### src/sv/sfl_pkg.sv
package sfl_pkg;

    localparam int unsigned MAX_CELLS_DEF = 4096;

    localparam int unsigned OP_W       = 2;
    localparam int unsigned ADDR_W     = 12;
    localparam int unsigned ATTR_W     = 8;
    localparam int unsigned STAT_W     = 3;
    localparam int unsigned CELLS_W    = 13;
    localparam int unsigned CFG_IDX_W  = 2;
    localparam int unsigned CFG_DATA_W = 13;

    localparam int unsigned CELLS_RESET = 1920;
    localparam logic [ATTR_W-1:0] PMASK_RESET = 8'd32;

    localparam logic [OP_W-1:0] OP_WRITE  = 2'd0;
    localparam logic [OP_W-1:0] OP_CURSOR = 2'd1;
    localparam logic [OP_W-1:0] OP_QUERY  = 2'd2;

    localparam logic [STAT_W-1:0] ST_OK       = 3'd0;
    localparam logic [STAT_W-1:0] ST_OFFLINE  = 3'd1;
    localparam logic [STAT_W-1:0] ST_UNFMT    = 3'd2;
    localparam logic [STAT_W-1:0] ST_RANGE    = 3'd3;
    localparam logic [STAT_W-1:0] ST_NOATTR   = 3'd4;

    localparam logic [CFG_IDX_W-1:0] CFG_CELLS  = 2'd0;
    localparam logic [CFG_IDX_W-1:0] CFG_ONLINE = 2'd1;
    localparam logic [CFG_IDX_W-1:0] CFG_FMT    = 2'd2;
    localparam logic [CFG_IDX_W-1:0] CFG_PMASK  = 2'd3;

    localparam logic [1:0] PH_BACK = 2'd0;
    localparam logic [1:0] PH_LEN  = 2'd1;
    localparam logic [1:0] PH_NEXT = 2'd2;

    typedef logic [1:0] t_phase;

    typedef struct packed {
        logic [OP_W-1:0]   op;
        logic [ADDR_W-1:0] address;
        logic              use_cursor;
        logic [ATTR_W-1:0] attribute;
    } t_req;

    typedef struct packed {
        logic [STAT_W-1:0] status;
        logic [ADDR_W-1:0] field_start;
        logic [ATTR_W-1:0] field_attr;
        logic [ADDR_W-1:0] field_length;
        logic              length_valid;
        logic              is_protected;
        logic [ADDR_W-1:0] next_unprotected;
        logic              next_found;
    } t_rsp;

    typedef struct packed {
        logic [CFG_IDX_W-1:0]  index;
        logic [CFG_DATA_W-1:0] data;
    } t_cfg;

    typedef struct packed {
        logic   clear;
        logic   accept;
        logic   scan;
        logic   check;
        t_phase phase;
        logic   load;
        t_phase load_phase;
    } t_cmd;

    typedef struct packed {
        logic clear_done;
        logic query_go;
        logic hit;
        logic exhausted;
    } t_sts;

endpackage

### src/sv/sfl_ctrl.sv
module sfl_ctrl import sfl_pkg::*; (
    input  logic i_clk,
    input  logic i_rst_n,
    input  logic i_in_valid,
    output logic o_in_ready,
    output logic o_out_valid,
    input  logic i_out_ready,
    input  t_sts i_sts,
    output t_cmd o_cmd
);

    localparam logic [2:0] S_CLEAR = 3'd0;
    localparam logic [2:0] S_IDLE  = 3'd1;
    localparam logic [2:0] S_BACK  = 3'd2;
    localparam logic [2:0] S_LEN   = 3'd3;
    localparam logic [2:0] S_NEXT  = 3'd4;
    localparam logic [2:0] S_DONE  = 3'd5;

    logic [2:0] r_state;
    logic [2:0] n_state;

    always_ff @(posedge i_clk) begin
        if (!i_rst_n) begin
            r_state <= S_CLEAR;
        end else begin
            r_state <= n_state;
        end
    end

    always_comb begin
        n_state     = r_state;
        o_cmd       = '0;
        o_in_ready  = 1'b0;
        o_out_valid = 1'b0;
        unique case (r_state)
            S_CLEAR: begin
                o_cmd.clear = 1'b1;
                if (i_sts.clear_done) begin
                    n_state = S_IDLE;
                end
            end
            S_IDLE: begin
                o_in_ready = 1'b1;
                if (i_in_valid) begin
                    o_cmd.accept = 1'b1;
                    if (i_sts.query_go) begin
                        o_cmd.load       = 1'b1;
                        o_cmd.load_phase = PH_BACK;
                        n_state          = S_BACK;
                    end else begin
                        n_state = S_DONE;
                    end
                end
            end
            S_BACK: begin
                o_cmd.check = 1'b1;
                o_cmd.phase = PH_BACK;
                if (i_sts.hit) begin
                    o_cmd.load       = 1'b1;
                    o_cmd.load_phase = PH_LEN;
                    n_state          = S_LEN;
                end else if (i_sts.exhausted) begin
                    n_state = S_DONE;
                end else begin
                    o_cmd.scan = 1'b1;
                end
            end
            S_LEN: begin
                o_cmd.check = 1'b1;
                o_cmd.phase = PH_LEN;
                if (i_sts.hit || i_sts.exhausted) begin
                    o_cmd.load       = 1'b1;
                    o_cmd.load_phase = PH_NEXT;
                    n_state          = S_NEXT;
                end else begin
                    o_cmd.scan = 1'b1;
                end
            end
            S_NEXT: begin
                o_cmd.check = 1'b1;
                o_cmd.phase = PH_NEXT;
                if (i_sts.hit || i_sts.exhausted) begin
                    n_state = S_DONE;
                end else begin
                    o_cmd.scan = 1'b1;
                end
            end
            S_DONE: begin
                o_out_valid = 1'b1;
                if (i_out_ready) begin
                    n_state = S_IDLE;
                end
            end
            default: begin
                n_state = S_CLEAR;
            end
        endcase
    end

`ifndef SYNTH
    a_ready_valid_excl: assert property (@(posedge i_clk) disable iff (!i_rst_n)
        !(o_in_ready && o_out_valid))
        else $error("input ready while a result is pending");

    a_busy_after_accept: assert property (@(posedge i_clk) disable iff (!i_rst_n)
        (o_in_ready && i_in_valid) |=> !o_in_ready)
        else $error("ready right after a transaction");

    a_next_hit_done: assert property (@(posedge i_clk) disable iff (!i_rst_n)
        (r_state == S_NEXT && i_sts.hit) |=> o_out_valid)
        else $error("result not shown after the last walk");

    a_no_scan_on_load: assert property (@(posedge i_clk) disable iff (!i_rst_n)
        !(o_cmd.load && o_cmd.scan))
        else $error("scan issued while loading a walk");
`endif

endmodule

### config.mk
export PLATFORM = sky130hd
export DESIGN_NAME = sfl_ctrl
export DESIGN_NICKNAME = d
export VERILOG_FILES = /design/src/sv/sfl_pkg.sv /design/src/sv/sfl_ctrl.sv
export SDC_FILE = /design/constraint.sdc
export NUM_CORES = 1
export LEC_CHECK = 0
export BUFFER_PORTS_ARGS = -buffer_cell sky130_fd_sc_hd__buf_2
export CAP_MARGIN = 0
export CORE_AREA = 3 3 40 42
export DETAILED_ROUTE_END_ITERATION = 12
export DIE_AREA = 0 0 43 45
export PLACE_DENSITY_LB_ADDON = 0.1
export SYNTH_ARGS = -nofsm -noshare
export SYNTH_HDL_FRONTEND = slang
export SYNTH_SLANG_ARGS = --single-unit
### constraint.sdc
create_clock -name i_clk -period 1.7 [get_ports i_clk]
set_input_delay 0.34 -clock i_clk [delete_from_list [all_inputs] [get_ports i_clk]]
set_output_delay 0.34 -clock i_clk [all_outputs]
set_load 0.02 [all_outputs]
==> results.sh, run 1 <==
export IMPL_status="finished, final reports clean"
export IMPL_synth_main_ff_cell="dfxtp_1"
export IMPL_regToRegSetupSlack_ps=300
export IMPL_cp_cell_sequence="nor2b_1 > or2_4 > nor3b_4 > buf_4"
export IMPL_drive_gt1_share_pct=57.14
export IMPL_cp_max_fo=6
export IMPL_dr_wl_met3_um=101
export IMPL_first_pass_iters=4
export IMPL_fin_worst_skew_ps=0.5421
export IMPL_min_from="i_rst_n"
export IMPL_yosysTopAreaCell="dfxtp_1"
export IMPL_crit_buf_inv=1
export IMPL_clkSinkCount=3
export IMPL_drv_cap=0
export IMPL_synthCells=40
export IMPL_h_tree_depth=1
export IMPL_gp_congestion=0.6621
export IMPL_synth_seq_cells=3
export IMPL_groute_usage_overall_pct=10.55
export IMPL_syn_avg_cell_area_um2=8.164
export IMPL_syn_nets=48
export IMPL_n_antenna_cell=0
export IMPL_clock_latency_ps=230
export IMPL_finalCriticalPeriod_ps=1622
export IMPL_ir_drop_mv=0.3770
export IMPL_worst_pin_slew_ps=195.1
export IMPL_final_net_count=72
export IMPL_r2r_cells=4
export IMPL_overflow=0
export IMPL_cts_root_buf="clkbuf_4"
export IMPL_clk_pin_slew_ps=40
export IMPL_required_ps=1360
export IMPL_synth_most_common_cell="nand2_1"
export IMPL_vias=376
export IMPL_cpMaxStageDelayCell="dfxtp_4"
export IMPL_hold_viol=0
export IMPL_critPathLaunch="r_state[1]"
export IMPL_top_layer="met3"
export IMPL_reg2reg_to="r_state[0]"
export IMPL_grt_pass1_vias=362
export IMPL_holdPathStages=3
export IMPL_grt_max_degree=12
export IMPL_path_class="flip-flop to output pin"
export IMPL_finalMaxSlewViolations=0
export IMPL_portBuffers=18
export IMPL_synth_distinct_cells=29
export IMPL_synthArstFlopShare_pct=0
export IMPL_antenna_left=0
export IMPL_grt_antenna_before_repair=0
export IMPL_grt_setup_unrepaired="no"
export IMPL_relSlewSlack_pct=86.93
export IMPL_holdBufCountCts=0
export IMPL_arrival_ps=1280
export IMPL_ys_top_cells_by_area="dfxtp_1 (18%), mux2i_1 (6.1%), o221a_4 (6.1%)"
export IMPL_initial_core_util_pct=25.41
export IMPL_grt_pass1_wl_mm=1.518
export IMPL_wl_per_cell_um=11.42
export IMPL_seq_area_frac_synth_pct=18.39
export IMPL_num_rows=13
export IMPL_power_density_nw_per_um2=712.4
export IMPL_min_period_over_period_pct=95.40
export IMPL_crit_path_end_kind="output pin"
export IMPL_syn2layout_area_growth_pct=56.32
export IMPL_power_leakage_uw=0.0002705
export IMPL_syn_cell_area_um2=326.6
export IMPL_pin_count=19
export IMPL_min_to="r_state[1]"
export IMPL_drc_errors=0
export IMPL_critical_path_top_delay_family="simple AND/OR/NAND/NOR gates"
export IMPL_drt_initial_drc_count=6
export IMPL_die_y_um=45
export IMPL_setup_viol=0
export IMPL_clockBufferDepth=2
export IMPL_largest_reg_flops=3
export IMPL_finalInstanceArea_um2=510.5
export IMPL_ys_warn_count=0
export IMPL_slowest_delay_ps=360
export IMPL_top_register="r_state"
export IMPL_hpwl_um=703.2
export IMPL_yosys_area_top_type_share_pct=18.39
export IMPL_r2r_start="r_state[2]"
export IMPL_cts_made_buffers=3
export IMPL_fin_hold_ws_ps=390.1
export IMPL_synth_commonest_cells="nand2_1 (4), dfxtp_1 (3)"
export IMPL_min_path_type="input pin to flip-flop"
export IMPL_setup_tns_ps=0
export IMPL_vias_per_cell=4.821
export IMPL_cp_start_kind="flip-flop"
export IMPL_drt_wl_total_um=891
export IMPL_core_um2=1285
export IMPL_routed_wl_met2_um=419
export IMPL_die_area_um2=1935
export IMPL_place_area_um2=464.2
export IMPL_cts_tree="yes"
export IMPL_synth_edff_count=0
export IMPL_wl_met1_um=370
export IMPL_reg_top3="r_state: 3 flops"
export IMPL_clock_fmax_mhz=616.6
export IMPL_dieWidth_um=43
[layout by cell type, fill, tap and decap left out, types with 2 or more instances in the layout]
cell      count
nor3b_4       2
and3_1        2
mux2i_1       2
nand2_1       4
a31oi_1       2
and2_1        2
clkbuf_4      3
buf_4         5
buf_2        17
nor2b_1       2
[how the worst max path moves through the flow]
stage,end,slack [ps],cells after the start
global placement,o_cmd[6],200,4
floorplan,o_cmd[6],50,4
CTS,o_cmd[6],9,4
global route,o_cmd[6],1,4
finish,o_cmd[6],80,4
detailed placement,o_cmd[6],180,4
[power by group]
| part | internal (uW) | leakage [uW] | switching (uW) | total [uW] |
|---|---|---|---|---|
| Combinational | 68.5 | 0.000230 | 81.8 | 150 |
| Clock | 88.1 | 0.0000150 | 38.6 | 127 |
| Sequential | 77.4 | 0.0000256 | 9.35 | 86.8 |
[per-stage QoR]
step / worst slack [ps] / power (uW) / utilization (%) / cells
floorplan: 46.66 / 185.8 / - / 40
global placement: 201.6 / 237.7 / 36.12 / 73
detailed placement: 183.6 / 235.1 / 36.12 / 73
CTS: 8.803 / 371.1 / 39.34 / 78
global route: 1.293 / 399.4 / 39.73 / 78
finish: 78.18 / 363.7 / 39.73 / 78
[metal layers]
layer / track usage, % / vias to the layer above
met4: 1.807 / 0
met2: 17.96 / 17
met1: 11.72 / 165
met5: 0 / -
met3: 5.976 / 0
li1: - / 194
[cells by family after synthesis]
logic type	Yosys count	share of synthesized area, %
muxes	2	6.131
DFF	3	18.39
and+or+nand+nor	22	45.21
AOI/OAI and AO/OA	9	24.14
buffers and inverters	4	6.127
[area by class of cell]
class / count / area, um2
well taps: 15 / 18.77
flip-flops and latches: 3 / 65.06
fillers: 151 / 774.5
clock buffers: 4 / 26.28
repair buffers: 22 / 122.6
inverters: 1 / 3.754
multi-input cells: 33 / 274.0
[worst min-delay path: stages]
cell and delay [ps]:
buf_2 90, inv_1 90, a211oi_1 50
[timing repair]
item | 4_1_cts | 5_1_grt
resized for setup | 4 | 2
cloned | 0 | 0
endpoints found under the setup margin | 4 | 2
setup buffers | 1 | 0
Note: power is estimated with default switching activity, not from simulation.
==> run 2, diff against run 1 <==
==> constraint.sdc (replaced) <==
create_clock -name i_clk -period 1.6 [get_ports i_clk]
set_input_delay 0.32 -clock i_clk [delete_from_list [all_inputs] [get_ports i_clk]]
set_output_delay 0.32 -clock i_clk [all_outputs]
set_load 0.02 [all_outputs]
==> results.sh, run 2 (same netlist as run 1, synthesis figures left out) <==
export IMPL_status="finished, final reports clean"
export IMPL_crit_path_end="o_cmd[6]"
export IMPL_overflow=0
export IMPL_regToRegSetupSlack_ps=260
export IMPL_grt_pass1_wl_mm=1.524
export IMPL_setup_viol=0
export IMPL_vias=393
export IMPL_finalCriticalPeriod_ps=1574
export IMPL_power_density_nw_per_um2=736.6
export IMPL_num_rows=13
export IMPL_fin_worst_skew_ps=6.718
export IMPL_drt_initial_drc_count=6
export IMPL_reg_top3="r_state: 3 flops"
export IMPL_finish_utilization_pct=42.55
export IMPL_drt_wl_total_um=934
export IMPL_arrival_ps=1250
export IMPL_finalMaxSlewViolations=0
export IMPL_groute_usage_overall_pct=10.22
export IMPL_min_path_type="input pin to flip-flop"
export IMPL_grt_pass1_vias=351
export IMPL_required_ps=1280
export IMPL_syn2layout_area_growth_pct=67.43
export IMPL_dieWidth_um=43
export IMPL_r2r_cells=4
export IMPL_cts_made_buffers=3
export IMPL_clock_fmax_mhz=635.4
export IMPL_die_area_um2=1935
export IMPL_cp_start_kind="flip-flop"
export IMPL_ir_drop_mv=0.2965
export IMPL_crit_path_end_kind="output pin"
export IMPL_clkSinkCount=3
export IMPL_power_leakage_uw=0.0002841
export IMPL_critPathLaunch="r_state[0]"
export IMPL_p_total_uw=402.7
export IMPL_gp_congestion=0.7098
export IMPL_die_y_um=45
export IMPL_n_antenna_cell=0
export IMPL_clock_latency_ps=240
export IMPL_drc_errors=0
export IMPL_r2r_start="r_state[2]"
export IMPL_mostFrequentLayoutCell="buf_2"
export IMPL_wl_per_cell_um=11.68
export IMPL_most_common_layout_cells="buf_2 (16), buf_4 (6), nand2_1 (4), clkbuf_4 (3)"
export IMPL_first_pass_iters=4
export IMPL_core_um2=1285
export IMPL_cts_root_buf="clkbuf_4"
export IMPL_grt_setup_unrepaired="yes"
export IMPL_reg2reg_to="r_state[0]"
export IMPL_worst_pin_slew_ps=172.9
export IMPL_cp_max_fo=6
export IMPL_cts_tree="yes"
export IMPL_min_period_over_period_pct=98.37
export IMPL_initial_core_util_pct=25.41
export IMPL_relSlewSlack_pct=88.14
export IMPL_pin_count=19
export IMPL_grt_antenna_before_repair=0
export IMPL_path_class="flip-flop to output pin"
export IMPL_top_register="r_state"
export IMPL_vias_per_cell=4.913
export IMPL_antenna_left=0
export IMPL_holdBufCountCts=0
export IMPL_drive_gt1_share_pct=61.54
export IMPL_drv_cap=0
export IMPL_final_net_count=74
export IMPL_clockBufferDepth=2
export IMPL_largest_reg_flops=3
export IMPL_hold_viol=0
export IMPL_clk_pin_slew_ps=40
export IMPL_portBuffers=18
export IMPL_grt_max_degree=11
export IMPL_h_tree_depth=1
-- run 2: cell count changes in the layout (fill, tap and decap cells not counted), sizes merged --
cell,change
buf,+2
-- run 2: worst min path at each step --
stage | start | end | slack (ps) | cells past startpoint
detailed placement | i_rst_n | r_state[0] | 630 | 3
global placement | i_rst_n | r_state[1] | 630 | 3
CTS | i_rst_n | r_state[1] | 360 | 3
floorplan | i_rst_n | r_state[1] | 490 | 2
global route | i_rst_n | r_state[0] | 380 | 3
finish | i_rst_n | r_state[0] | 370 | 3
-- run 2: worst max-delay path, cell delays in order, from the launching register on --
cell and delay, ps:
dfxtp_2 350, nor3b_4 210, or2_4 140, nor3b_4 170
buf_6 140
-- run 2: cell type report --
cell class	instances	area, um2
Timing Repair Buffer	24	147.6
Sequential cell	3	68.82
Tap cell	15	18.77
Multi-Input combinational cell	33	281.5
Inverter	1	3.754
Fill cell	138	738.2
Clock buffer	4	26.28
-- run 2: where the power goes --
part | leakage [uW] | switching [uW] | internal [uW]
sequential | 0.0000264 | 13.7 | 82.3
combinational | 0.000243 | 86.9 | 81.1
clock | 0.0000150 | 44.9 | 93.8
-- run 2: per-stage QoR --
step                      cells  cell area (um2)  setup TNS, ps  setup WS [ps]  hold slack [ps]
after floorplan              40            351.6              0          11.46            493.6
after global placement       74            474.2              0          172.2            631.8
after detailed placement     74            474.2              0          172.9            629.0
after CTS                    78            509.2         -5.035         -5.035            362.6
after global routing         80            546.8         -58.12         -58.12            384.7
final                        80            546.8              0          26.15            370.3
-- run 2: timing repair --
| action | CTS | global route |
|---|---|---|
| resized for setup | 5 | 7 |
| endpoints found under the hold margin | 0 | 0 |
| pin swaps | 0 | 1 |
| endpoints found under the setup margin | 5 | 3 |
| buffers inserted | 0 | 2 |
-- run 2: metal layers --
metal | GRT usage (%) | part of all wire [%]
met2 | 17.37 | 46
met3 | 1.594 | 9.2
met1 | 12.44 | 44
met4 | 5.422 | 1.1
met5 | 0 | 0
